==> src/rtl/i2c_mbe_pkg.sv <==
package i2c_mbe_pkg;

   localparam int COUNT_WIDTH_DEF = 16;
   localparam int HP_W            = 16;
   localparam logic [HP_W-1:0] HALF_PERIOD_RESET = 16'd250;

   localparam logic [2:0] REQ_TICK  = 3'd0;
   localparam logic [2:0] REQ_START = 3'd1;
   localparam logic [2:0] REQ_STOP  = 3'd2;
   localparam logic [2:0] REQ_WRITE = 3'd3;
   localparam logic [2:0] REQ_READ  = 3'd4;

   localparam logic [3:0] BYTE_BITS = 4'd8;
   localparam logic [3:0] LAST_BIT  = 4'd9;

   typedef enum logic [4:0] {
      PH_IDLE, PH_RS_D1, PH_RS_ST, PH_RS_D2, PH_S_CHECK, PH_S_D,
      PH_P_D1, PH_P_ST, PH_P_D2, PH_P_CHECK, PH_P_D3,
      PH_WB_D1, PH_WB_ST, PH_WB_D2, PH_RB_D1, PH_RB_ST, PH_RB_D2
   } phase_type;

   typedef struct packed {
      logic [2:0] req_type;
      logic [7:0] tx_byte;
      logic       send_nack;
      logic       scl_in;
      logic       sda_in;
   } req_beat_type;

   typedef struct packed {
      logic       scl_drive_low;
      logic       sda_drive_low;
      logic       busy_res;
      logic       done_res;
      logic [7:0] rx_byte;
      logic       nack_seen;
      logic       arb_lost;
   } rsp_beat_type;

endpackage

==> src/rtl/i2c_mbe_core.sv <==
module i2c_mbe_core
   import i2c_mbe_pkg::*;
#(
   parameter int COUNT_WIDTH = COUNT_WIDTH_DEF
) (
   input  logic              clock,
   input  logic              reset,
   input  logic              step,
   input  req_beat_type      item,
   input  logic [HP_W-1:0]   half_period,
   output rsp_beat_type      result
);

   localparam int LIM_W = (COUNT_WIDTH > HP_W) ? COUNT_WIDTH : HP_W;

   phase_type              phase_ff, phase_in;
   logic [3:0]             bit_count_ff, bit_count_in;
   logic [7:0]             shift_ff, shift_in;
   logic [COUNT_WIDTH-1:0] wait_ff, wait_in;
   logic                   in_transfer_ff, in_transfer_in;
   logic                   ack_hold_ff, ack_hold_in;
   logic                   scl_low_ff, scl_low_in;
   logic                   sda_low_ff, sda_low_in;
   logic                   nack_ff, nack_in;
   logic                   arb_ff, arb_in;
   logic [7:0]             rx_ff, rx_in;
   logic                   done;

   logic [LIM_W-1:0]       lim;
   logic [LIM_W-1:0]       cnt_max;
   logic [COUNT_WIDTH-1:0] wait_inc;
   logic                   hit;
   logic                   is_tick;
   logic [3:0]             bit_next;
   logic                   last_bit;
   logic                   bit_open;

   // zero acts as one, beyond counter range clamps to counter max
   always_comb begin
      cnt_max = LIM_W'({COUNT_WIDTH{1'b1}});
      lim = LIM_W'(half_period);
      if (lim == '0) begin
         lim = LIM_W'(1);
      end
      if (lim > cnt_max) begin
         lim = cnt_max;
      end
   end

   assign wait_inc = wait_ff + COUNT_WIDTH'(1);
   assign hit      = LIM_W'(wait_inc) >= lim;
   assign is_tick  = item.req_type == REQ_TICK;
   assign bit_next = bit_count_ff + 4'd1;
   assign last_bit = bit_next >= LAST_BIT;
   assign bit_open = bit_count_ff < BYTE_BITS;

   function automatic logic begin_sda_low(input logic is_write, input logic [3:0] bcnt,
                                          input logic msb, input logic ack);
      logic send;
      if (is_write) begin
         send = (bcnt < BYTE_BITS) ? msb : 1'b1;
      end else begin
         send = (bcnt < BYTE_BITS) ? 1'b1 : ack;
      end
      return !send;
   endfunction

   // next phase
   always_comb begin
      phase_in = phase_ff;
      if (step) begin
         if (phase_ff == PH_IDLE) begin
            case (item.req_type)
               REQ_START: begin
                  phase_in = in_transfer_ff ? PH_RS_D1 : PH_S_CHECK;
               end
               REQ_STOP:  phase_in = PH_P_D1;
               REQ_WRITE: phase_in = PH_WB_D1;
               REQ_READ:  phase_in = PH_RB_D1;
               default:   phase_in = phase_ff;
            endcase
         end else if (is_tick) begin
            case (phase_ff)
               PH_RS_D1:   if (hit) phase_in = PH_RS_ST;
               PH_RS_ST:   if (item.scl_in) phase_in = PH_RS_D2;
               PH_RS_D2:   if (hit) phase_in = PH_S_D;
               PH_S_CHECK: phase_in = PH_S_D;
               PH_S_D:     if (hit) phase_in = PH_IDLE;
               PH_P_D1:    if (hit) phase_in = PH_P_ST;
               PH_P_ST:    if (item.scl_in) phase_in = PH_P_D2;
               PH_P_D2:    if (hit) phase_in = PH_P_CHECK;
               PH_P_CHECK: phase_in = PH_P_D3;
               PH_P_D3:    if (hit) phase_in = PH_IDLE;
               PH_WB_D1:   if (hit) phase_in = PH_WB_ST;
               PH_RB_D1:   if (hit) phase_in = PH_RB_ST;
               PH_WB_ST:   if (item.scl_in) phase_in = PH_WB_D2;
               PH_RB_ST:   if (item.scl_in) phase_in = PH_RB_D2;
               PH_WB_D2: begin
                  if (hit) phase_in = last_bit ? PH_IDLE : PH_WB_D1;
               end
               PH_RB_D2: begin
                  if (hit) phase_in = last_bit ? PH_IDLE : PH_RB_D1;
               end
               default:    phase_in = PH_IDLE;
            endcase
         end
      end
   end

   // datapath and line drives
   always_comb begin
      bit_count_in   = bit_count_ff;
      shift_in       = shift_ff;
      wait_in        = wait_ff;
      in_transfer_in = in_transfer_ff;
      ack_hold_in    = ack_hold_ff;
      scl_low_in     = scl_low_ff;
      sda_low_in     = sda_low_ff;
      nack_in        = nack_ff;
      arb_in         = arb_ff;
      rx_in          = rx_ff;
      done           = 1'b0;
      if (step) begin
         if (phase_ff == PH_IDLE) begin
            if (item.req_type == REQ_START || item.req_type == REQ_STOP ||
                item.req_type == REQ_WRITE || item.req_type == REQ_READ) begin
               arb_in       = 1'b0;
               wait_in      = '0;
               bit_count_in = '0;
            end
            case (item.req_type)
               REQ_START: sda_low_in = 1'b0;
               REQ_STOP:  sda_low_in = 1'b1;
               REQ_WRITE: begin
                  shift_in   = item.tx_byte;
                  sda_low_in = !item.tx_byte[7];
               end
               REQ_READ: begin
                  shift_in    = '0;
                  ack_hold_in = item.send_nack;
                  sda_low_in  = 1'b0;
               end
               default: ;
            endcase
         end else if (is_tick) begin
            case (phase_ff)
               PH_RS_D1, PH_P_D1, PH_WB_D1, PH_RB_D1: begin
                  wait_in = hit ? '0 : wait_inc;
                  if (hit) scl_low_in = 1'b0;
               end
               PH_RS_ST, PH_P_ST: begin
                  if (item.scl_in) wait_in = '0;
               end
               PH_RS_D2: begin
                  wait_in = hit ? '0 : wait_inc;
                  if (hit) begin
                     if (!item.sda_in) arb_in = 1'b1;
                     sda_low_in = 1'b1;
                  end
               end
               PH_S_CHECK: begin
                  if (!item.sda_in) arb_in = 1'b1;
                  sda_low_in = 1'b1;
                  wait_in    = '0;
               end
               PH_S_D: begin
                  wait_in = hit ? '0 : wait_inc;
                  if (hit) begin
                     scl_low_in     = 1'b1;
                     in_transfer_in = 1'b1;
                     done           = 1'b1;
                  end
               end
               PH_P_D2: begin
                  wait_in = hit ? '0 : wait_inc;
                  if (hit) sda_low_in = 1'b0;
               end
               PH_P_CHECK: begin
                  if (!item.sda_in) arb_in = 1'b1;
                  wait_in = '0;
               end
               PH_P_D3: begin
                  wait_in = hit ? '0 : wait_inc;
                  if (hit) begin
                     in_transfer_in = 1'b0;
                     done           = 1'b1;
                  end
               end
               PH_WB_ST: begin
                  if (item.scl_in) begin
                     if (bit_open) begin
                        if (shift_ff[7] && !item.sda_in) arb_in = 1'b1;
                        shift_in = {shift_ff[6:0], 1'b0};
                     end else begin
                        nack_in = item.sda_in;
                     end
                     wait_in = '0;
                  end
               end
               PH_RB_ST: begin
                  if (item.scl_in) begin
                     if (bit_open) begin
                        shift_in = {shift_ff[6:0], item.sda_in};
                     end else if (ack_hold_ff && !item.sda_in) begin
                        arb_in = 1'b1;
                     end
                     wait_in = '0;
                  end
               end
               PH_WB_D2, PH_RB_D2: begin
                  wait_in = hit ? '0 : wait_inc;
                  if (hit) begin
                     scl_low_in = 1'b1;
                     if (last_bit) begin
                        if (phase_ff == PH_RB_D2) rx_in = shift_ff;
                        bit_count_in = '0;
                        done         = 1'b1;
                     end else begin
                        bit_count_in = bit_next;
                        sda_low_in   = begin_sda_low(phase_ff == PH_WB_D2, bit_next,
                                                     shift_ff[7], ack_hold_ff);
                     end
                  end
               end
               default: ;
            endcase
         end
      end
   end

   always_ff @(posedge clock) begin
      if (reset) begin
         phase_ff       <= PH_IDLE;
         bit_count_ff   <= '0;
         shift_ff       <= '0;
         wait_ff        <= '0;
         in_transfer_ff <= 1'b0;
         ack_hold_ff    <= 1'b0;
         scl_low_ff     <= 1'b0;
         sda_low_ff     <= 1'b0;
         nack_ff        <= 1'b0;
         arb_ff         <= 1'b0;
         rx_ff          <= '0;
      end else begin
         phase_ff       <= phase_in;
         bit_count_ff   <= bit_count_in;
         shift_ff       <= shift_in;
         wait_ff        <= wait_in;
         in_transfer_ff <= in_transfer_in;
         ack_hold_ff    <= ack_hold_in;
         scl_low_ff     <= scl_low_in;
         sda_low_ff     <= sda_low_in;
         nack_ff        <= nack_in;
         arb_ff         <= arb_in;
         rx_ff          <= rx_in;
      end
   end

   always_comb begin
      result.scl_drive_low = scl_low_in;
      result.sda_drive_low = sda_low_in;
      result.busy_res      = phase_in != PH_IDLE;
      result.done_res      = done;
      result.rx_byte       = rx_in;
      result.nack_seen     = nack_in;
      result.arb_lost      = arb_in;
   end

endmodule

==> src/rtl/i2c_master_bit_engine_top.sv <==
// I2C master bit engine: one request beat in, one response beat out.
// The response beat is registered: an accepted request beat enters the input register,
// then its phase update is written into the response register.
// Throughput: one beat per cycle while the response side does not stall; the phase update is a single pass.
// Reset (synchronous, active high): idle, both lines released, flags clear,
// half period 250 ticks.
module i2c_master_bit_engine_top
   import i2c_mbe_pkg::*;
#(
   parameter int COUNT_WIDTH = COUNT_WIDTH_DEF
) (
   input  logic            clock,
   input  logic            reset,
   input  logic            req_valid,
   output logic            req_stall,
   input  req_beat_type    req_data,
   output logic            rsp_valid,
   input  logic            rsp_stall,
   output rsp_beat_type    rsp_data,
   input  logic            csr_valid,
   output logic            csr_ready,
   input  logic [HP_W-1:0] csr_data
);

   logic            s1_valid_ff, s1_valid_in;
   req_beat_type    s1_data_ff;
   logic            rsp_valid_ff, rsp_valid_in;
   rsp_beat_type    rsp_data_ff;
   logic [HP_W-1:0] half_period_ff;
   logic            advance;
   logic            step;
   logic            req_take;
   rsp_beat_type    result;

   assign advance   = !rsp_valid_ff || !rsp_stall;
   assign step      = s1_valid_ff && advance;
   assign req_stall = s1_valid_ff && !advance;
   assign req_take  = req_valid && !req_stall;
   assign csr_ready = 1'b1;

   always_comb begin
      s1_valid_in = s1_valid_ff;
      if (req_take) begin
         s1_valid_in = 1'b1;
      end else if (step) begin
         s1_valid_in = 1'b0;
      end
      rsp_valid_in = step ? 1'b1 : (rsp_valid_ff && rsp_stall);
   end

   always_ff @(posedge clock) begin
      if (reset) begin
         s1_valid_ff    <= 1'b0;
         rsp_valid_ff   <= 1'b0;
         half_period_ff <= HALF_PERIOD_RESET;
      end else begin
         s1_valid_ff  <= s1_valid_in;
         rsp_valid_ff <= rsp_valid_in;
         if (csr_valid && csr_ready) begin
            half_period_ff <= csr_data;
         end
      end
   end

   always_ff @(posedge clock) begin
      if (req_take) begin
         s1_data_ff <= req_data;
      end
      if (step) begin
         rsp_data_ff <= result;
      end
   end

   i2c_mbe_core #(
      .COUNT_WIDTH (COUNT_WIDTH)
   ) u_core (
      .clock       (clock),
      .reset       (reset),
      .step        (step),
      .item        (s1_data_ff),
      .half_period (half_period_ff),
      .result      (result)
   );

   assign rsp_valid = rsp_valid_ff;
   assign rsp_data  = rsp_data_ff;

endmodule

==> config.mk <==
export PLATFORM = sky130hd
export DESIGN_NAME = i2c_master_bit_engine_top
export DESIGN_NICKNAME = d
export VERILOG_FILES = /design/src/rtl/i2c_mbe_pkg.sv /design/src/rtl/i2c_mbe_core.sv /design/src/rtl/i2c_master_bit_engine_top.sv
export SDC_FILE = /design/constraint.sdc
export NUM_CORES = 1
export LEC_CHECK = 0
export ABC_AREA = 0
export BUFFER_PORTS_ARGS = -buffer_cell sky130_fd_sc_hd__clkbuf_2
export CORE_MARGIN = 2
export CORE_UTILIZATION = 52
export CTS_CLUSTER_SIZE = 14
export DETAILED_ROUTE_END_ITERATION = 8
export GPL_TIMING_DRIVEN = 0
export MAX_ROUTING_LAYER = met4
export PLACE_DENSITY = 0.71
export SLEW_MARGIN = 20
export SYNTH_ARGS = -nofsm -noshare
export SYNTH_HDL_FRONTEND = slang
export SYNTH_HIERARCHICAL = 1
export SYNTH_SLANG_ARGS = --single-unit
==> constraint.sdc <==
create_clock -name clock -period 4.7 [get_ports clock]
set_input_delay 0.94 -clock clock [delete_from_list [all_inputs] [get_ports clock]]
set_output_delay 0.94 -clock clock [all_outputs]
set_load 0.01 [all_outputs]
==> flow_summary_export.csv <==
group,metric,value,unit
global_route,grt_max_degree,20,
floorplanning,start_util,52.6,%
global_route,grt_pass1_vias,4529,
floorplanning,core-area,10200,um^2
logic_synthesis,synth_warnings,6,
logic_synthesis,synth_nets,661,
clock_network,clkSinkCount,93,
cells_and_area,layout.nets,726,
placement,io_buffers,49,
logic_synthesis,synth-edff-count,28,
floorplanning,die_area,11100,um^2
sta,hold_violations,0,
power_and_ir_drop,p_leak,2.52,nW
sta,fin_ws,0.223,ns
logic_synthesis,seq_area_frac_synth,40.0,%
placement,place_congestion,0.951,
global_route,grt_pass1_wl,22500,um
worst_setup_path,start_kind,"flip-flop",
worst_setup_path,path_cells,"nand3_2 -> nor4_4 -> and3_2 -> and3_1 -> and3_4 -> xor2_2 -> ha_1 -> nand4_1 -> nor2_1 -> a311oi_2 -> nand4_4 -> a41oi_1 -> a21oi_1 -> or4b_1 -> or4_1",
floorplanning,die_x,106,um
logic_synthesis,synthTopCellsByArea,"dfxtp_1, edfxtp_1, nor2_1",
sta,setup_viol,0,
sta,worst_pin_slew,0.741,ns
cells_and_area,stdcell_area,6090,um^2
routing,wirelength,13700,um
global_route,grt_overflow,0,
routing,route.vias.total,4749,
clock_network,numCtsBuffers,9,
run_status,status,"finished clean",
logic_synthesis,yosysTopAreaCellShare,24.3,%
sta,max_freq,0.223,GHz
worst_setup_path,slowest_delay,0.61,ns
logic_synthesis,synth_flop_cell,"dfxtp_1",
routing,via_per_inst,5.84,
sta,drv_slew,0,
logic_synthesis,ys_types,79,
routing,drc_errors,0,
clock_network,cts_buffer_depth,2,
floorplanning,rows,37,
sta,fin_crit_sh,95.2,%
routing,firstDrtPassIters,6,
floorplanning,num_io_pins,52,
worst_setup_path,slowest_stage,"or4b_1",
cells_and_area,nFillCells,939,
routing,ant_nets,0,
worst_setup_path,end_kind,"flip-flop",
min_path,hold_path_class,"reg -> reg",
placement,dpl_cell_area,5790,um^2
worst_setup_path,critical_path_class,"reg -> reg",
global_route,track_usage,26.0,%
run,drv_cap,0,
power_and_ir_drop,vdd_drop_max,0.214,mV
worst_setup_path,cp_max_fo,7,
sta,fin_crit,4.48,ns
sta,finalClockSkew,0.0181,ns
cells_and_area,n_antenna_cell,0,
logic_synthesis,syn_area,5360,um^2
logic_synthesis,async_reset_ff_share,0,%
logic_synthesis,synth_largest_area_cell,"dfxtp_1",
logic_synthesis,ys_seq_elements,93,
logic_synthesis,synth_area_per_cell,8.83,um^2
global_route,antenna_found_initial,0,
clock_network,clk_latency,0.37,ns
placement,dp_hpwl,10300,um
worst_setup_path,timing.critical_path.arrival,4.58,ns
clock_network,path_clk_slew,0.10,ns
cells_and_area,synthToLayoutAreaGrowth,13.8,%
routing,wl_per_cell,16.9,um
cells_and_area,drive_above_1_share,20.5,%
floorplanning,die_h,106,um
sta,relSlewSlack,50.4,%
power_and_ir_drop,power.density,266,nW/um^2
logic_synthesis,synth_cells,607,
clock_network,ctsRootBufferMaster,"clkbuf_8",
worst_setup_path,worstPathRequired,4.81,ns
cells_and_area,layout.cells.most_common,"nor2_1",
routing,drt-initial-drc-count,310,
placement,pre_cts_slack,-0.307,ns
clock_network,htreeDepth,3,
power_and_ir_drop,p_total,1.62,mW
cells_and_area,layout.cells.most_common_list,"nor2_1, dfxtp_1, clkbuf_2",
clock_network,cts_tree,"yes",
worst_setup_path,cp_top_family,"simple AND/OR/NAND/NOR gates",
worst_setup_path,worst-path-buf-inv,0,
final timing paths:
kind | startpoint | endpoint | slack (ns) | cells past startpoint
setup reg to reg | u_core/wait_ff[3] | rsp_data[11] | 0.22 | 15
hold / removal | u_core/shift_ff[5] | u_core/shift_ff[6] | 0.50 | 2
hold reg to reg | u_core/shift_ff[5] | u_core/shift_ff[6] | 0.50 | 2
setup / recovery | u_core/wait_ff[3] | rsp_data[11] | 0.22 | 15
report_power, final:
group | switching [mW] | internal (mW) | leakage (nW)
combinational | 0.133 | 0.0832 | 1.62
clock | 0.319 | 0.210 | 0.101
sequential | 0.0204 | 0.855 | 0.796
total | 0.473 | 1.15 | 2.52
worst register-to-register path, stage by stage, from the launching register on:
cell,delay [ns]
dfxtp_2,0.41
nand3_2,0.16
nor4_4,0.34
and3_2,0.26
and3_1,0.25
and3_4,0.23
xor2_2,0.20
ha_1,0.28
nand4_1,0.15
nor2_1,0.08
a311oi_2,0.32
nand4_4,0.21
a41oi_1,0.22
a21oi_1,0.09
or4b_1,0.61
or4_1,0.42
sequential cells by signal, summed over array words and instances, names as in the netlist, 4 cells and up:
register and cells:
half_period_ff 16, u_core/wait_ff 16, rsp_data 14, s1_data_ff 14
u_core/rx_ff 8, u_core/shift_ff 8, u_core/phase_ff 5, u_core/bit_count_ff 4
layout make-up:
class | count | area, um^2 | share of cell area, %
Multi-Input combinational cell | 445 | 2970 | 48.7
Sequential cell | 93 | 2150 | 35.2
Timing Repair Buffer | 54 | 287 | 4.70
Buffer | 44 | 233 | 3.82
Tap cell | 136 | 170 | 2.79
Clock buffer | 9 | 124 | 2.03
Inverter | 25 | 93.8 | 1.54
Clock inverter | 7 | 73.8 | 1.21
synth_stat cells, drive strengths merged (4+ instances only):
| library cell | instances |
|---|---|
| nand4 | 7 |
| a31oi | 9 |
| nand2b | 8 |
| nand2 | 39 |
| nor3 | 12 |
| mux2 | 9 |
| a21oi | 45 |
| or3 | 4 |
| a311oi | 11 |
| and3 | 6 |
| dfxtp | 65 |
| nor3b | 10 |
| and2 | 4 |
| a211oi | 4 |
| ha | 19 |
| edfxtp | 28 |
| mux2i | 12 |
| inv | 25 |
| nor2b | 27 |
| o31ai | 6 |
| nor4 | 11 |
| clkbuf | 21 |
| nor2 | 77 |
| o21ai | 32 |
| a211o | 6 |
| buf | 23 |
| nand3 | 22 |
| xor2 | 13 |
| xnor2 | 4 |
| or4 | 4 |
cells by family after synthesis:
logic type      Yosys count  share of synthesized area, %
compound gates          144                          18.3
xor+xnor                 17                          2.78
fa+ha+maj                19                          4.44
buf+inv                  69                          6.10
flops                    93                          40.0
mux                      21                          4.13
other cells               1                        0.0700
simple gates            243                          24.2
routing by layer:
metal	vias to the layer above	GRT usage, %	part of all wire, %	wire [um]
met4	0	11.3	3.5	478
met3	34	4.08	5.3	726
met2	164	37.6	44	6010
met5	-	-	0	0
li1	2310	-	-	-
met1	2241	36.1	47	6520
metrics by stage:
| step | util [%] | cells | hold slack [ns] | setup TNS (ns) |
|---|---|---|---|---|
| 2_1_floorplan | - | 607 | 0.452 | 0 |
| 3_3_place_gp | 56.7 | 792 | 0.471 | -13.06 |
| 3_5_place_dp | 56.8 | 793 | 0.481 | -0.899 |
| 4_1_cts | 59.2 | 809 | 0.504 | 0 |
| 5_1_grt | 59.8 | 813 | 0.520 | -0.0212 |
| 6_report | 59.8 | 813 | 0.503 | 0 |
repair_timing:
| action | CTS | global route |
|---|---|---|
| pin swaps | 1 | 5 |
| resized for setup | 7 | 12 |
| buffers inserted | 0 | 4 |
| hold buffers | 0 | 0 |
| setup endpoints to repair | 21 | 22 |
| hold endpoints to repair | 0 | 0 |
(Power assumes the default switching activity.)
